--- src/sv/ptds_pkg.sv ---
// shared types and constants for the poisson tile dart sampler
// used by ptds_dist, poisson_tile_dart_sampler and its testbench; no dependencies
`default_nettype none

package ptds_pkg;

   // default sizing of the point store and coordinate width
   localparam int MaxPointsDefault = 256;
   localparam int CoordBitsDefault = 16;

   // status code carried with every result
   typedef enum logic [1:0] {
      STATUS_REJECT   = 2'd0,
      STATUS_ACCEPT   = 2'd1,
      STATUS_NO_TRIES = 2'd2,
      STATUS_FULL     = 2'd3
   } status_type;

   // register index on the csr port, byte address is four times the index
   typedef enum logic [1:0] {
      REG_RADIUS    = 2'd0,
      REG_TILE_SIZE = 2'd1,
      REG_MAX_TRIES = 2'd2
   } reg_type;

   // tile shift applied to the stored point during one store walk
   typedef enum logic [2:0] {
      SHIFT_NONE,
      SHIFT_XNEG,
      SHIFT_XPOS,
      SHIFT_YNEG,
      SHIFT_YPOS
   } shift_type;

   // control into the distance unit
   typedef struct packed {
      logic      valid;
      shift_type shift;
   } dist_ctl_type;

   // status out of the distance unit
   typedef struct packed {
      logic busy;
      logic hit_valid;
      logic hit;
   } dist_stat_type;

endpackage

`default_nettype wire

--- src/sv/ptds_dist.sv ---
// pipelined squared-distance compare unit, one stored point per cycle
// depends on ptds_pkg for the shift code and control/status structs
`default_nettype none

module ptds_dist (
   input  wire logic                   clock,
   input  wire logic                   reset,
   input  wire ptds_pkg::dist_ctl_type ctl,
   input  wire logic [15:0]            cand_x,
   input  wire logic [15:0]            cand_y,
   input  wire logic [15:0]            tile,
   input  wire logic [15:0]            pnt_x,
   input  wire logic [15:0]            pnt_y,
   input  wire logic [31:0]            r2,
   output ptds_pkg::dist_stat_type     stat
);
   import ptds_pkg::*;

   logic signed [17:0] tile_s;
   logic signed [17:0] sx;
   logic signed [17:0] sy;
   logic signed [17:0] dx;
   logic signed [17:0] dy;
   logic signed [35:0] dx_sq;
   logic signed [35:0] dy_sq;
   logic [34:0]        sqx_ff;
   logic [34:0]        sqy_ff;
   logic               va_ff;
   logic [35:0]        dist_sum;
   logic               hit_in;
   logic               hit_ff;
   logic               hv_ff;

   // shift of the stored point by one tile
   always_comb begin
      tile_s = signed'({2'b00, tile});
      sx = '0;
      sy = '0;
      case (ctl.shift)
         SHIFT_XNEG: sx = -tile_s;
         SHIFT_XPOS: sx = tile_s;
         SHIFT_YNEG: sy = -tile_s;
         SHIFT_YPOS: sy = tile_s;
         default: begin
            sx = '0;
            sy = '0;
         end
      endcase
   end

   // stage a: differences and squares
   assign dx    = signed'({2'b00, cand_x}) - signed'({2'b00, pnt_x}) - sx;
   assign dy    = signed'({2'b00, cand_y}) - signed'({2'b00, pnt_y}) - sy;
   assign dx_sq = 36'(dx) * 36'(dx);
   assign dy_sq = 36'(dy) * 36'(dy);

   // stage b: sum and compare against radius squared
   assign dist_sum = {1'b0, sqx_ff} + {1'b0, sqy_ff};
   assign hit_in   = dist_sum <= {4'b0000, r2};

   always_ff @(posedge clock) begin
      if (reset) begin
         va_ff <= 1'b0;
         hv_ff <= 1'b0;
      end else begin
         va_ff  <= ctl.valid;
         hv_ff  <= va_ff;
         sqx_ff <= dx_sq[34:0];
         sqy_ff <= dy_sq[34:0];
         hit_ff <= hit_in;
      end
   end

   assign stat.busy      = va_ff;
   assign stat.hit_valid = hv_ff;
   assign stat.hit       = hit_ff;

endmodule

`default_nettype wire

--- config.mk ---
export PLATFORM = sky130hd
export DESIGN_NAME = ptds_dist
export DESIGN_NICKNAME = d
export VERILOG_FILES = /design/src/sv/ptds_pkg.sv /design/src/sv/ptds_dist.sv
export SDC_FILE = /design/constraint.sdc
export NUM_CORES = 2
export LEC_CHECK = 0
export BUFFER_PORTS_ARGS = -buffer_cell sky130_fd_sc_hd__buf_2
export CORE_ASPECT_RATIO = 1.1
export CORE_MARGIN = 2
export CORE_UTILIZATION = 30
export CTS_CLUSTER_SIZE = 12
export DETAILED_ROUTE_END_ITERATION = 8
export PLACE_DENSITY_LB_ADDON = 0.05
export SLEW_MARGIN = 20
export SYNTH_ARGS = -nofsm -noshare
export SYNTH_HDL_FRONTEND = slang
export SYNTH_SLANG_ARGS = --single-unit
export TNS_END_PERCENT = 30
--- constraint.sdc ---
create_clock -name clock -period 11.7 [get_ports clock]
set_clock_uncertainty 0.2 [all_clocks]
set_input_delay 2.34 -clock clock [delete_from_list [all_inputs] [get_ports clock]]
set_output_delay 2.34 -clock clock [all_outputs]
set_load 0.05 [all_outputs]
==> results_dict.tcl <==
set metrics [dict create \
    grt-ovfl-total 0 \
    cts_made_buffers 9 \
    synth_top_family_by_area "adder cells" \
    synth_area_sq_mm 0.0286 \
    crit_arrival_ps 11500 \
    avgSynthCellArea_sq_um 9.03 \
    startpoint_type "primary input" \
    io_buffers 120 \
    grt_pass1_vias 25500 \
    clk_pin_slew_ps 50 \
    drtAntennaViolNets 0 \
    wl_microns 84600 \
    firstDrtPassIters 6 \
    worst_slew_pin_slew_ps 919 \
    ios 121 \
    synth_edf_count 69 \
    path_class "primary input to register" \
    holdCritPathClass "register to register" \
    slowest_delay_ps 540 \
    hold_depth 1 \
    r2r_slack_ps 6360 \
    post-place-cells 4946 \
    min_from "va_ff$_SDFF_PP0_" \
    setup_ws_ps 102 \
    rsz0062_at_grt "true" \
    drtIter0Drc 814 \
    avgRoutedWirePerCell_microns 17.0 \
    post-dp-hpwl_microns 75200 \
    antenna_found_initial 7 \
    track_usage_pct 17.8 \
    grt_max_degree 70 \
    ys_top_cells_by_count "inv_1 (798), fa_1 (586), ha_1 (325), nand2_1 (258), nor2_1 (242)" \
    drc_errors 0 \
    setup_violations 0 \
    whs_endpoint "hv_ff$_SDFF_PP0_" \
    whs_ps 261 \
    holdBufCountCts 0 \
    cts_tree "yes" \
    numClockSinks 71 \
    path_max_fanout 4 \
    slew_headroom_pct 38.7 \
    synthAdderAreaFrac_pct 55.1 \
    yosys_warnings 0 \
    yosys.area_share.simple_pct 11.8 \
    ys_ff_latch 71 \
    h-tree-depth 3 \
    die_area_sq_mm 0.0980 \
    synthTopCellsByArea "fa_1 (41%), ha_1 (14%), inv_1 (10%)" \
    synth_compound_area_share_pct 9.28 \
    reg2reg_depth 18 \
    crit_top_cell "fa_1" \
    rows 118 \
    fill_cells 9708 \
    clockBufferDepth 2 \
    post-route-period-util_pct 99.1 \
    synth.most_common_cell "inv_1" \
    status "finished clean" \
    drive_above_1_share_pct 21.4 \
    r2r_start "sqy_ff[3]$_DFFE_PN_" \
    drv_slew 0 \
    final_hold_viol_count 0 \
    routabilityCongestion 0.871 \
    seq_area_frac_synth_pct 7.37 \
    cap_violations 0 \
    clock_latency_ps 350 \
    async_flop_share_pct 0 \
    routed_via_density 4.54 \
    synthFlopType "edfxtp_1" \
    fp.dieW_microns 299 \
    yosysUniqueCellTypes 69 \
    end_kind "register" \
    area_growth_pct 23.7 \
    final-instance-count-excl-fill 4987 \
    syn_inst 3171 \
    grt_first_pass_wirelength_microns 136000 \
    start_util_pct 30.4 \
    period_minus_slack_ps 11600 \
    place_ws_ps -1100 \
    clock-root-buffer "clkbuf_16" \
    required_ps 11600 \
    fmax_mhz 86.2 \
    synth_top_cell_area_share_pct 41.0 \
    yosys.area.top_type "fa_1" \
    fin_nets 4750 \
    die_height_microns 328 \
    r2r_end "hit_ff$_DFFE_PN_" \
    muxShareOfSynthArea_pct 0.0786 \
    core_area_sq_mm 0.0943 \
    vias 22700 \
    syn-num-nets 4200 \
    synth_xor_xnor_area_share_pct 4.89 \
    cpMaxStageDelayCell "fa_1" \
]
## timing repair
action                                  CTS  global route
pin swaps                                43            69
endpoints found under the setup margin   20            27
buffers inserted                         13            12
resized for setup                        86           124
hold endpoints to repair                  0             0
## cells in the final DEF, fill, tap and decap left out, drive strengths merged, types with 17 or more instances in the layout
| master | synthesis | layout |
|---|---|---|
| inv | 804 | 803 |
| buf | 9 | 597 |
| fa | 586 | 586 |
| ha | 325 | 325 |
| nand2 | 258 | 258 |
| nor2 | 251 | 251 |
| a21oi | 134 | 134 |
| xnor2 | 106 | 106 |
| o21ai | 92 | 92 |
| edfxtp | 69 | 69 |
| xor2 | 51 | 51 |
| a21o | 50 | 50 |
| nor3 | 46 | 46 |
| nand3 | 32 | 32 |
| nor2b | 28 | 28 |
| nand2b | 27 | 27 |
| a22oi | 21 | 21 |
| or3 | 21 | 21 |
| o21a | 20 | 20 |
| and2 | 20 | 20 |
| nand4 | 17 | 17 |
## worst max-delay path: cells and delay by family
| kind | cells | cell delay [ps] |
|---|---|---|
| adder cells (fa/ha/maj) | 8 | 3570 |
| AND/OR/NAND/NOR | 12 | 2740 |
| XOR/XNOR | 2 | 330 |
| AO/OA/AOI/OAI | 12 | 1830 |
| buffers and inverters | 7 | 680 |
## cell type report
| type | instances | area, sq um | share of cell area, % |
|---|---|---|---|
| multi-input cells | 2233 | 24100 | 67.9 |
| repair buffers | 597 | 4360 | 12.3 |
| inverters | 809 | 3050 | 8.59 |
| flip-flops and latches | 71 | 2110 | 5.96 |
| well taps | 1260 | 1580 | 4.45 |
| clock buffers | 11 | 233 | 0.657 |
| clock inverters | 5 | 48.8 | 0.138 |
| diodes | 1 | 2.50 | 0.00706 |
## registers in the layout (all words and copies together), names as in the netlist
name    flops
hit_ff      1
hv_ff       1
sqx_ff     34
sqy_ff     34
va_ff       1
## metal layers
metal / track usage [%] / wire [microns]
met1: 22.5 / 36700
met2: 32.7 / 43500
met3: 2.07 / 2860
met4: 2.92 / 1450
met5: 0 / 69
## cells by family after synthesis
kind of cell             count (synthesis)
adder cells (fa/ha/maj)                911
buffers and inverters                  867
multiplexers                             2
flip-flops                              71
AND/OR/NAND/NOR                        740
XOR/XNOR                               157
AO/OA/AOI/OAI                          423
## stage by stage
stage          instance area, sq um  setup TNS [ps]  util, %
4_1_cts                       34900               0     37.0
6_report                      35400               0     37.6
3_5_place_dp                  34200          -17220     36.2
5_1_grt                       35400           -2120     37.6
2_1_floorplan                 28700               0        -
3_3_place_gp                  34200          -15240     36.2
## worst max-delay path by stage
stage                    from  depth (start not counted)              endpoint  slack [ps]
floorplan             tile[1]                         37  sqx_ff[29]$_DFFE_PN_           4
detailed placement    tile[0]                         40  sqy_ff[28]$_DFFE_PN_       -1100
finish                tile[1]                         41  sqx_ff[33]$_DFFE_PN_         100
CTS                 cand_x[0]                         46  sqx_ff[33]$_DFFE_PN_           2
global placement      tile[0]                         40  sqy_ff[28]$_DFFE_PN_       -1080
global route          tile[1]                         41  sqx_ff[33]$_DFFE_PN_        -250
Power is left out: the tool's default activity adds up to more than one toggle a clock period on the data nets, which glitch-free logic cannot reach.
